===== config.mk =====
export PLATFORM = sky130hd
export DESIGN_NAME = shelf_rect_placer_flat
export DESIGN_NICKNAME = d
export VERILOG_FILES = /design/src/rtl/srp_pkg.sv /design/src/rtl/srp_req_if.sv /design/src/rtl/srp_rsp_if.sv /design/src/rtl/srp_csr.sv /design/src/rtl/srp_placer.sv /design/src/rtl/shelf_rect_placer.sv /design/src/flat_wrapper.sv
export SDC_FILE = /design/constraint.sdc
export NUM_CORES = 1
export LEC_CHECK = 0
export BUFFER_PORTS_ARGS = -buffer_cell sky130_fd_sc_hd__clkbuf_2
export CORE_MARGIN = 2
export CORE_UTILIZATION = 25
export CTS_BUF_LIST = sky130_fd_sc_hd__clkbuf_4 sky130_fd_sc_hd__clkbuf_8
export CTS_CLUSTER_SIZE = 28
export DETAILED_ROUTE_END_ITERATION = 10
export PLACE_DENSITY = 0.52
export SYNTH_ARGS = -nofsm -noshare
export SYNTH_HDL_FRONTEND = slang
export SYNTH_SLANG_ARGS = --single-unit

===== constraint.sdc =====
create_clock -name clock -period 10 [get_ports clock]
set_input_delay 0.5 -clock clock [delete_from_list [all_inputs] [get_ports clock]]
set_output_delay 0.5 -clock clock [all_outputs]
set_load 0.02 [all_outputs]

===== src/rtl/srp_pkg.sv =====
// ----------------------------------------------------------------------------
// Shelf rectangle placer package
// Field widths, register indexes, status codes and shared word types.
// ----------------------------------------------------------------------------
package srp_pkg;

   localparam int unsigned RECT_WIDTH        = 16;
   localparam int unsigned DIM_WIDTH         = 13;
   localparam int unsigned POS_WIDTH         = 12;
   localparam int unsigned PAGE_IDX_WIDTH    = 8;
   localparam int unsigned AREA_WIDTH        = 32;
   localparam int unsigned STATUS_WIDTH      = 2;
   localparam int unsigned CSR_INDEX_WIDTH   = 1;
   localparam int unsigned CSR_DATA_WIDTH    = 13;

   localparam int unsigned PAD_ALIGN         = 16;
   localparam int unsigned PAD_SHIFT         = $clog2(PAD_ALIGN);
   localparam int unsigned MAX_PAGES_DEFAULT = 256;

   localparam logic [DIM_WIDTH-1:0] PAGE_WIDTH_RESET  = DIM_WIDTH'(320);
   localparam logic [DIM_WIDTH-1:0] PAGE_HEIGHT_RESET = DIM_WIDTH'(256);

   typedef enum logic [CSR_INDEX_WIDTH-1:0] {
      CSR_PAGE_WIDTH  = 1'b0,
      CSR_PAGE_HEIGHT = 1'b1
   } csr_index_type;

   typedef enum logic [STATUS_WIDTH-1:0] {
      STATUS_PLACED    = 2'd0,
      STATUS_BAD_WIDTH = 2'd1,
      STATUS_TOO_BIG   = 2'd2,
      STATUS_NO_PAGE   = 2'd3
   } status_type;

   typedef struct packed {
      logic [DIM_WIDTH-1:0] page_width;
      logic [DIM_WIDTH-1:0] page_height;
   } cfg_type;

   typedef struct packed {
      status_type                status;
      logic [PAGE_IDX_WIDTH-1:0] page_index;
      logic [POS_WIDTH-1:0]      pos_x;
      logic [POS_WIDTH-1:0]      pos_y;
      logic [DIM_WIDTH-1:0]      padded_width;
      logic [AREA_WIDTH-1:0]     used_area;
   } result_type;

endpackage


===== src/rtl/srp_req_if.sv =====
// ----------------------------------------------------------------------------
// Rectangle request channel
// Valid/ready channel carrying one rectangle word.
// ----------------------------------------------------------------------------
interface srp_req_if;
   logic                            valid;
   logic                            ready;
   logic [srp_pkg::RECT_WIDTH-1:0]  rect_width;
   logic [srp_pkg::RECT_WIDTH-1:0]  rect_height;

   modport source (output valid, output rect_width, output rect_height, input ready);
   modport sink   (input valid, input rect_width, input rect_height, output ready);
endinterface


===== src/rtl/srp_rsp_if.sv =====
// ----------------------------------------------------------------------------
// Placement response channel
// Valid/ready channel carrying one placement result word.
// ----------------------------------------------------------------------------
interface srp_rsp_if;
   logic                                valid;
   logic                                ready;
   srp_pkg::status_type                 status;
   logic [srp_pkg::PAGE_IDX_WIDTH-1:0]  page_index;
   logic [srp_pkg::POS_WIDTH-1:0]       pos_x;
   logic [srp_pkg::POS_WIDTH-1:0]       pos_y;
   logic [srp_pkg::DIM_WIDTH-1:0]       padded_width;
   logic [srp_pkg::AREA_WIDTH-1:0]      used_area;

   modport source (output valid, output status, output page_index, output pos_x,
                   output pos_y, output padded_width, output used_area, input ready);
   modport sink   (input valid, input status, input page_index, input pos_x,
                   input pos_y, input padded_width, input used_area, output ready);
endinterface


===== src/rtl/srp_csr.sv =====
// ----------------------------------------------------------------------------
// Shelf placer configuration registers
// Page width and page height, written through a plain write port.
// ----------------------------------------------------------------------------
module srp_csr (
   input  logic                                  clock,
   input  logic                                  reset,
   input  logic                                  csr_write_en,
   input  logic [srp_pkg::CSR_INDEX_WIDTH-1:0]   csr_index,
   input  logic [srp_pkg::CSR_DATA_WIDTH-1:0]    csr_write_data,
   output srp_pkg::cfg_type                      cfg
);
   import srp_pkg::*;

   logic [DIM_WIDTH-1:0] page_width_ff;
   logic [DIM_WIDTH-1:0] page_height_ff;
   logic [DIM_WIDTH-1:0] page_width_in;
   logic [DIM_WIDTH-1:0] page_height_in;

   always_comb begin
      page_width_in  = page_width_ff;
      page_height_in = page_height_ff;
      if (csr_write_en) begin
         unique case (csr_index_type'(csr_index))
            CSR_PAGE_WIDTH:  page_width_in  = DIM_WIDTH'(csr_write_data);
            CSR_PAGE_HEIGHT: page_height_in = DIM_WIDTH'(csr_write_data);
            default:         page_width_in  = page_width_ff;
         endcase
      end
   end

   always_ff @(posedge clock) begin
      if (reset) begin
         page_width_ff  <= PAGE_WIDTH_RESET;
         page_height_ff <= PAGE_HEIGHT_RESET;
      end else begin
         page_width_ff  <= page_width_in;
         page_height_ff <= page_height_in;
      end
   end

   assign cfg.page_width  = page_width_ff;
   assign cfg.page_height = page_height_ff;

endmodule


===== src/rtl/srp_placer.sv =====
// ----------------------------------------------------------------------------
// Shelf placement stage
// Pads the width, checks the rectangle, chooses shelf or page and keeps the
// shelf, page and area state.
// ----------------------------------------------------------------------------
module srp_placer #(
   parameter int unsigned MAX_PAGES = srp_pkg::MAX_PAGES_DEFAULT
) (
   input  logic                            clock,
   input  logic                            reset,
   input  logic                            step,
   input  logic [srp_pkg::RECT_WIDTH-1:0]  rect_width,
   input  logic [srp_pkg::RECT_WIDTH-1:0]  rect_height,
   input  srp_pkg::cfg_type                cfg,
   output srp_pkg::result_type             result
);
   import srp_pkg::*;

   localparam int unsigned PageCountWidth = $clog2(MAX_PAGES + 1);
   localparam logic [PageCountWidth-1:0] PageLimit = PageCountWidth'(MAX_PAGES);

   logic [DIM_WIDTH-1:0]      shelf_left_ff,   shelf_left_in;
   logic [DIM_WIDTH-1:0]      shelf_top_ff,    shelf_top_in;
   logic [DIM_WIDTH-1:0]      shelf_height_ff, shelf_height_in;
   logic [PageCountWidth-1:0] pages_open_ff,   pages_open_in;
   logic [AREA_WIDTH-1:0]     area_total_ff,   area_total_in;

   logic [RECT_WIDTH:0]       width_sum;
   logic [RECT_WIDTH:0]       padded_full;
   logic [DIM_WIDTH-1:0]      padded;
   logic [DIM_WIDTH-1:0]      height;
   logic [DIM_WIDTH-1:0]      cur_x;
   logic [DIM_WIDTH-1:0]      place_x;
   logic [DIM_WIDTH:0]        place_y;
   logic [DIM_WIDTH:0]        next_top;
   logic [2*DIM_WIDTH-1:0]    rect_area;
   logic [PageCountWidth-1:0] page_num;
   logic                      bad_width;
   logic                      too_big;
   logic                      shelf_empty;
   logic                      have_page;
   logic                      fit_cur;
   logic                      fit_next;
   logic                      page_full;
   logic                      placed;
   status_type                status;

   assign width_sum   = {1'b0, rect_width} + (RECT_WIDTH + 1)'(PAD_ALIGN - 1);
   assign padded_full = {width_sum[RECT_WIDTH:PAD_SHIFT], PAD_SHIFT'(0)};
   assign padded      = padded_full[DIM_WIDTH-1:0];
   assign height      = rect_height[DIM_WIDTH-1:0];

   assign bad_width = cfg.page_width[PAD_SHIFT-1:0] != '0;
   assign too_big   = (padded_full > (RECT_WIDTH + 1)'(cfg.page_width))
                   || (rect_height > RECT_WIDTH'(cfg.page_height));

   assign shelf_empty = shelf_height_ff == '0;
   assign have_page   = pages_open_ff != '0;
   assign page_full   = pages_open_ff >= PageLimit;
   assign cur_x       = shelf_empty ? '0 : shelf_left_ff;
   assign next_top    = {1'b0, shelf_top_ff} + {1'b0, shelf_height_ff};

   assign fit_cur = have_page
                 && ({1'b0, cur_x} + {1'b0, padded} <= {1'b0, cfg.page_width})
                 && ({1'b0, shelf_top_ff} + {1'b0, height} <= {1'b0, cfg.page_height})
                 && (shelf_empty || height <= shelf_height_ff);
   assign fit_next = have_page
                  && ({1'b0, next_top} + {2'b0, height} <= {2'b0, cfg.page_height});

   assign rect_area = padded * height;

   always_comb begin
      shelf_left_in   = shelf_left_ff;
      shelf_top_in    = shelf_top_ff;
      shelf_height_in = shelf_height_ff;
      pages_open_in   = pages_open_ff;
      area_total_in   = area_total_ff;
      place_x         = '0;
      place_y         = '0;
      placed          = 1'b0;
      priority if (bad_width) begin
         status = STATUS_BAD_WIDTH;
      end else if (too_big) begin
         status = STATUS_TOO_BIG;
      end else if (fit_cur) begin
         status  = STATUS_PLACED;
         placed  = 1'b1;
         place_x = cur_x;
         place_y = {1'b0, shelf_top_ff};
         if (shelf_empty) begin
            shelf_height_in = height;
         end
      end else if (fit_next) begin
         status          = STATUS_PLACED;
         placed          = 1'b1;
         place_y         = next_top;
         shelf_top_in    = next_top[DIM_WIDTH-1:0];
         shelf_height_in = height;
      end else if (page_full) begin
         status = STATUS_NO_PAGE;
      end else begin
         status          = STATUS_PLACED;
         placed          = 1'b1;
         pages_open_in   = pages_open_ff + 1'b1;
         shelf_top_in    = '0;
         shelf_height_in = height;
      end
      if (placed) begin
         shelf_left_in = place_x + padded;
         area_total_in = area_total_ff + AREA_WIDTH'(rect_area);
      end
   end

   assign page_num = pages_open_in - 1'b1;

   assign result.status       = status;
   assign result.page_index   = placed ? PAGE_IDX_WIDTH'(page_num) : '0;
   assign result.pos_x        = place_x[POS_WIDTH-1:0];
   assign result.pos_y        = place_y[POS_WIDTH-1:0];
   assign result.padded_width = placed ? padded : '0;
   assign result.used_area    = area_total_in;

   always_ff @(posedge clock) begin
      if (reset) begin
         shelf_left_ff   <= '0;
         shelf_top_ff    <= '0;
         shelf_height_ff <= '0;
         pages_open_ff   <= '0;
         area_total_ff   <= '0;
      end else if (step) begin
         shelf_left_ff   <= shelf_left_in;
         shelf_top_ff    <= shelf_top_in;
         shelf_height_ff <= shelf_height_in;
         pages_open_ff   <= pages_open_in;
         area_total_ff   <= area_total_in;
      end
   end

   a_page_bound: assert property (@(posedge clock) disable iff (reset)
      pages_open_ff <= PageLimit)
      else $error("page count beyond limit");

   a_shelf_needs_page: assert property (@(posedge clock) disable iff (reset)
      shelf_height_ff != '0 |-> pages_open_ff != '0)
      else $error("open shelf without a page");

   a_error_holds: assert property (@(posedge clock) disable iff (reset)
      step && !placed |=> $stable(area_total_ff) && $stable(pages_open_ff)
                          && $stable(shelf_top_ff) && $stable(shelf_height_ff)
                          && $stable(shelf_left_ff))
      else $error("error word changed placer state");

   a_area_adds: assert property (@(posedge clock) disable iff (reset)
      step && placed |=>
         area_total_ff == $past(area_total_ff) + AREA_WIDTH'($past(rect_area)))
      else $error("area total not advanced by placed area");

endmodule


===== src/rtl/shelf_rect_placer.sv =====
// ----------------------------------------------------------------------------
// Shelf rectangle placer
// Packs padded rectangles onto shelves of fixed-size pages.
// ----------------------------------------------------------------------------
// Takes one rectangle word per clock while the response side takes words,
// and returns one result word for each, in order, through the input
// register and then the result register. The shelf, page and area state
// is updated in the placement stage as the word moves to the result
// register, so the next word sees it straight away and the sustained rate
// is one word per cycle while the response side takes words. Errors return
// status with zero position and leave all state untouched. Configuration
// writes must only occur while no word is in flight.
module shelf_rect_placer #(
   parameter int unsigned MAX_PAGES = srp_pkg::MAX_PAGES_DEFAULT
) (
   input  logic                                 clock,
   input  logic                                 reset,
   srp_req_if.sink                              req_bus,
   srp_rsp_if.source                            rsp_bus,
   input  logic                                 csr_write_en,
   input  logic [srp_pkg::CSR_INDEX_WIDTH-1:0]  csr_index,
   input  logic [srp_pkg::CSR_DATA_WIDTH-1:0]   csr_write_data
);
   import srp_pkg::*;

   logic                  in_valid_ff,  in_valid_in;
   logic [RECT_WIDTH-1:0] in_width_ff;
   logic [RECT_WIDTH-1:0] in_height_ff;
   logic                  out_valid_ff, out_valid_in;
   result_type            out_word_ff;
   result_type            place_word;
   cfg_type               cfg;
   logic                  advance;
   logic                  take_req;

   srp_csr u_csr (
      .clock          (clock),
      .reset          (reset),
      .csr_write_en   (csr_write_en),
      .csr_index      (csr_index),
      .csr_write_data (csr_write_data),
      .cfg            (cfg)
   );

   srp_placer #(
      .MAX_PAGES (MAX_PAGES)
   ) u_placer (
      .clock       (clock),
      .reset       (reset),
      .step        (advance),
      .rect_width  (in_width_ff),
      .rect_height (in_height_ff),
      .cfg         (cfg),
      .result      (place_word)
   );

   assign advance       = in_valid_ff && (!out_valid_ff || rsp_bus.ready);
   assign req_bus.ready = !in_valid_ff || advance;
   assign take_req      = req_bus.valid && req_bus.ready;

   always_comb begin
      in_valid_in  = take_req ? 1'b1 : (advance ? 1'b0 : in_valid_ff);
      out_valid_in = advance ? 1'b1 : (rsp_bus.ready ? 1'b0 : out_valid_ff);
   end

   always_ff @(posedge clock) begin
      if (reset) begin
         in_valid_ff  <= 1'b0;
         out_valid_ff <= 1'b0;
      end else begin
         in_valid_ff  <= in_valid_in;
         out_valid_ff <= out_valid_in;
      end
   end

   always_ff @(posedge clock) begin
      if (take_req) begin
         in_width_ff  <= req_bus.rect_width;
         in_height_ff <= req_bus.rect_height;
      end
      if (advance) begin
         out_word_ff <= place_word;
      end
   end

   assign rsp_bus.valid        = out_valid_ff;
   assign rsp_bus.status       = out_word_ff.status;
   assign rsp_bus.page_index   = out_word_ff.page_index;
   assign rsp_bus.pos_x        = out_word_ff.pos_x;
   assign rsp_bus.pos_y        = out_word_ff.pos_y;
   assign rsp_bus.padded_width = out_word_ff.padded_width;
   assign rsp_bus.used_area    = out_word_ff.used_area;

endmodule

===== src/flat_wrapper.sv =====
// flat-port wrapper written by rule: the top's interface ports become plain ports
module shelf_rect_placer_flat import srp_pkg::*;
#(
   parameter int unsigned MAX_PAGES = srp_pkg::MAX_PAGES_DEFAULT
)
  (clock, reset, csr_write_en, csr_index, csr_write_data, req_bus_valid, req_bus_rect_width, req_bus_rect_height, req_bus_ready, rsp_bus_valid, rsp_bus_status, rsp_bus_page_index, rsp_bus_pos_x, rsp_bus_pos_y, rsp_bus_padded_width, rsp_bus_used_area, rsp_bus_ready);
  srp_req_if req_bus_i ();
  srp_rsp_if rsp_bus_i ();
  input  logic clock;
  input  logic reset;
  input  logic csr_write_en;
  input  logic [srp_pkg::CSR_INDEX_WIDTH-1:0] csr_index;
  input  logic [srp_pkg::CSR_DATA_WIDTH-1:0] csr_write_data;
  input wire logic [$bits(req_bus_i.valid)-1:0] req_bus_valid;
  input wire logic [$bits(req_bus_i.rect_width)-1:0] req_bus_rect_width;
  input wire logic [$bits(req_bus_i.rect_height)-1:0] req_bus_rect_height;
  output wire logic [$bits(req_bus_i.ready)-1:0] req_bus_ready;
  output wire logic [$bits(rsp_bus_i.valid)-1:0] rsp_bus_valid;
  output wire logic [$bits(rsp_bus_i.status)-1:0] rsp_bus_status;
  output wire logic [$bits(rsp_bus_i.page_index)-1:0] rsp_bus_page_index;
  output wire logic [$bits(rsp_bus_i.pos_x)-1:0] rsp_bus_pos_x;
  output wire logic [$bits(rsp_bus_i.pos_y)-1:0] rsp_bus_pos_y;
  output wire logic [$bits(rsp_bus_i.padded_width)-1:0] rsp_bus_padded_width;
  output wire logic [$bits(rsp_bus_i.used_area)-1:0] rsp_bus_used_area;
  input wire logic [$bits(rsp_bus_i.ready)-1:0] rsp_bus_ready;
  assign req_bus_i.valid = req_bus_valid;
  assign req_bus_i.rect_width = req_bus_rect_width;
  assign req_bus_i.rect_height = req_bus_rect_height;
  assign req_bus_ready = req_bus_i.ready;
  assign rsp_bus_valid = rsp_bus_i.valid;
  assign rsp_bus_status = rsp_bus_i.status;
  assign rsp_bus_page_index = rsp_bus_i.page_index;
  assign rsp_bus_pos_x = rsp_bus_i.pos_x;
  assign rsp_bus_pos_y = rsp_bus_i.pos_y;
  assign rsp_bus_padded_width = rsp_bus_i.padded_width;
  assign rsp_bus_used_area = rsp_bus_i.used_area;
  assign rsp_bus_i.ready = rsp_bus_ready;
  shelf_rect_placer #(.MAX_PAGES(MAX_PAGES)) u_core (.clock(clock), .reset(reset), .req_bus(req_bus_i), .rsp_bus(rsp_bus_i), .csr_write_en(csr_write_en), .csr_index(csr_index), .csr_write_data(csr_write_data));
endmodule

==> results.py <==
metrics = {
    "outcome": {
        "status": "finished clean",
    },
    "clock_tree": {
        "postCtsSetupBuffers": 0,
        "numCtsBuffers": 40,
        "cts_buffer_depth": 3,
        "tritoncts": "done",
        "htree_levels": 2,
        "ctsResizeCount": 0,
        "hold_buffers": 0,
        "cts.sinks": 207,
        "clk_latency_ns": 0.60,
        "clk_pin_slew_ns": 0.06,
        "root_buffer": "clkbuf_8",
    },
    "routing": {
        "detail-route-antenna-nets": 0,
        "drt-initial-drc-count": 806,
        "wl_per_cell_um": 16.5,
        "viasPerCell": 4.60,
        "drcViolationCount": 0,
        "via_count": 13300,
        "drt-total-wl_um": 47600,
        "drt_first_pass_iters": 5,
    },
    "synthesis": {
        "synth.top_cell.area_share_pct": 18.3,
        "synth_top_flop_cell": "dfxtp_1",
        "synth_seq_area_share_pct": 30.5,
        "synth_area_leaders": "edfxtp_1 (18%), ha_1 (15%), dfxtp_1 (12%)",
        "synth-edff-count": 103,
        "yosysWarnings": 0,
        "synth-seq-cells": 207,
        "synth_cell_types": 81,
        "synthCells": 1866,
        "syn_area_um2": 16900,
        "synth_area_leader_cell": "edfxtp_1",
        "ys_async_sr_fraction_pct": 0,
        "syn_avg_cell_area_um2": 9.08,
    },
    "finish": {
        "seqCellArea_um2": 5170,
        "fill_cells": 7023,
        "multiInputGateArea_um2": 10800,
        "fin_area_um2": 19400,
        "drive_gt1_share_pct": 12.5,
        "final_nets": 2317,
        "area_growth_pct": 14.4,
    },
    "worst_hold_path": {
        "hold_path_depth": 1,
        "min_path_type": "in2reg",
    },
    "setup_path": {
        "crit_type": "reg2reg",
        "rr_worst_depth": 32,
        "cp_max_fo": 14,
        "end_kind": "flip-flop",
        "cp_slowest_stage_delay_ns": 0.65,
        "cp_common_cell": "fa_1",
        "cp.arrival_ns": 9.44,
        "start_kind": "flip-flop",
        "required_ns": 10.47,
        "slowest_stage": "or4b_2",
    },
    "grt": {
        "grt_pass1_wl_um": 75200,
        "grt_max_degree": 69,
        "grt_use_total_pct": 13.6,
        "grt_pass1_vias": 13200,
        "grt.overflow.total": 0,
        "grt_antenna_before_repair": 1,
    },
    "power_and_ir_drop": {
        "p_sw_mw": 1.59,
        "power_frac_comb_pct": 51.9,
        "irDropWorstVdd_v": 0.000168,
        "power.density_nw_per_um2": 205,
        "p_leak_nw": 8.55,
        "pwr-share-seq_pct": 24.0,
        "switching_share_pct": 40.1,
        "intPower_mw": 2.37,
        "p_clk_share_pct": 24.1,
    },
    "placed_design": {
        "dpl_cell_area_um2": 18500,
        "globalplace.congestion": 0.863,
        "place_hpwl_um": 36900,
        "port_buffers": 123,
    },
    "sta": {
        "worstMarginPinSlew_ns": 1.30,
        "tns_ns": 0,
        "finalClockSkew_ns": 0.0326,
        "hold_violations": 0,
        "fin_crit_sh_pct": 89.7,
        "slew_headroom_pct": 12.7,
        "max_clock_freq_ghz": 0.112,
        "slew_violations": 0,
        "holdWs_ns": 0.0789,
        "min_period_ns": 8.97,
        "finalSetupViolations": 0,
        "rsz0062_at_grt": "false",
    },
    "floorplan": {
        "core_area_um2": 67200,
        "rows": 95,
        "ios": 132,
        "die_h_um": 264,
        "die_x_um": 264,
        "die-area_um2": 69900,
        "initial_core_util_pct": 25.2,
    },
    "run": {
        "max_cap_viol_count": 0,
    },
}
[area by class of cell]
class / instances / share of cell area (%)
Antenna cell: 1 / 0.0129
Inverter: 194 / 3.77
Tap cell: 873 / 5.63
Multi-Input combinational cell: 1402 / 55.6
Clock inverter: 9 / 0.774
Timing Repair Buffer: 137 / 3.73
Clock buffer: 63 / 3.83
Sequential cell: 207 / 26.7
[critical path, delay by kind of cell, from the launching register on]
kind	cells	cell delay (ns)
and+or+nand+nor	13	3.00
adders and majority gates	6	2.57
AOI/OAI and AO/OA	7	1.71
xor gates and xnor gates	2	0.45
buffers and inverters	3	0.41
DFF	1	0.37
muxes	1	0.34
[layout by cell type (no fill, tap or decap), types with 5 or more instances in the layout]
| cell type | instances |
|---|---|
| and4_1 | 5 |
| buf_4 | 15 |
| nand4_1 | 20 |
| and3_1 | 22 |
| a31oi_1 | 5 |
| a211oi_1 | 17 |
| fa_1 | 84 |
| ha_1 | 200 |
| o21a_1 | 16 |
| nor2_1 | 169 |
| a21oi_1 | 123 |
| xnor2_1 | 77 |
| conb_1 | 8 |
| nand3_1 | 38 |
| mux2i_1 | 18 |
| nor3_1 | 40 |
| a22oi_1 | 5 |
| nor2b_1 | 16 |
| xor2_1 | 30 |
| o21ai_0 | 43 |
| clkbuf_4 | 20 |
| a21o_1 | 40 |
| a22o_1 | 13 |
| edfxtp_1 | 103 |
| o21bai_1 | 14 |
| o2111ai_1 | 7 |
| nand2_1 | 202 |
| clkbuf_2 | 122 |
| or3_1 | 5 |
| inv_1 | 193 |
| nand2b_1 | 10 |
| mux2_2 | 17 |
| and2_1 | 80 |
| clkbuf_8 | 43 |
| dfxtp_1 | 104 |
| nor4_1 | 7 |
[stage by stage]
stage          instances  worst slack (ns)  power (mW)  utilization (%)
6_report            2886              1.03        3.97             28.9
5_1_grt             2885             0.358        4.34             28.9
4_1_cts             2885             0.950        4.01             28.9
3_5_place_dp        2813             0.979        3.01             27.5
3_3_place_gp        2813              1.12        2.99             27.5
2_1_floorplan       1873              2.08        2.60                -
[cells in the mapped netlist (17+ instances only)]
library cell / count
fa_1: 84
edfxtp_1: 103
mux2_2: 17
xnor2_1: 79
inv_1: 193
nand2_1: 202
mux2i_1: 18
ha_1: 200
a211oi_1: 17
nor3_1: 40
and2_1: 81
nor2_1: 169
o21ai_0: 43
dfxtp_1: 104
xor2_1: 31
a21oi_1: 123
nand3_1: 38
clkbuf_1: 44
and3_1: 22
a21o_1: 40
nand4_1: 20
[worst paths after layout]
path	slack [ns]	from	to
setup / recovery	1.03	u_core.in_width_ff[0]	u_core.u_placer.area_total_ff[28]
hold / removal	0.08	req_bus_rect_height[14]	u_core.in_height_ff[14]
setup reg to reg	1.03	u_core.in_width_ff[0]	u_core.u_placer.area_total_ff[28]
hold reg to reg	0.46	u_core.u_csr.page_width_ff[5]	u_core.u_csr.page_width_ff[5]
[cell families after synthesis]
| kind of cell | after synthesis | share of synthesized area, % |
|---|---|---|
| buffers and inverters | 264 | 6.19 |
| adder cells (fa/ha/maj) | 284 | 24.7 |
| other | 1 | 0.0221 |
| flip-flops | 207 | 30.5 |
| multiplexers | 37 | 2.33 |
| AO/OA/AOI/OAI | 325 | 12.6 |
| XOR/XNOR | 110 | 5.69 |
| AND/OR/NAND/NOR | 638 | 18.0 |
[power by group through the flow]
stage          clock (mW)  sequential (mW)  combinational [mW]
2_1_floorplan           0            0.971                1.63
3_3_place_gp            0            0.968                2.02
3_5_place_dp            0            0.969                2.05
4_1_cts              1.00            0.951                2.06
5_1_grt              1.03            0.954                2.35
6_report            0.956            0.950                2.06
[metal layers]
metal | global-route usage, % | routed length (um) | vias to the layer above
met3 | 1.88 | 1660 | 69
met5 | 0 | 0 | -
met1 | 18.4 | 22800 | 6332
met4 | 3.93 | 1020 | 0
li1 | - | - | 6623
met2 | 22.6 | 22100 | 257
[flip-flops by register name, indices dropped and copies added, names as in the netlist]
signal	count
u_core.u_placer.area_total_ff	28
u_core.u_placer.shelf_top_ff	13
u_core.rsp_bus.status	2
u_core.rsp_bus.padded_width	9
u_core.u_placer.pages_open_ff	9
u_core.u_placer.shelf_left_ff	13
u_core.u_csr.page_height_ff	13
u_core.rsp_bus.pos_x	12
u_core.in_height_ff	16
u_core.in_width_ff	16
u_core.u_placer.shelf_height_ff	13
u_core.rsp_bus.pos_y	12
u_core.rsp_bus.used_area	28
u_core.in_valid_ff	1
u_core.rsp_bus.page_index	8
u_core.u_csr.page_width_ff	13
u_core.rsp_bus.valid	1
No activity file was read; power rests on OpenSTA's default activity.
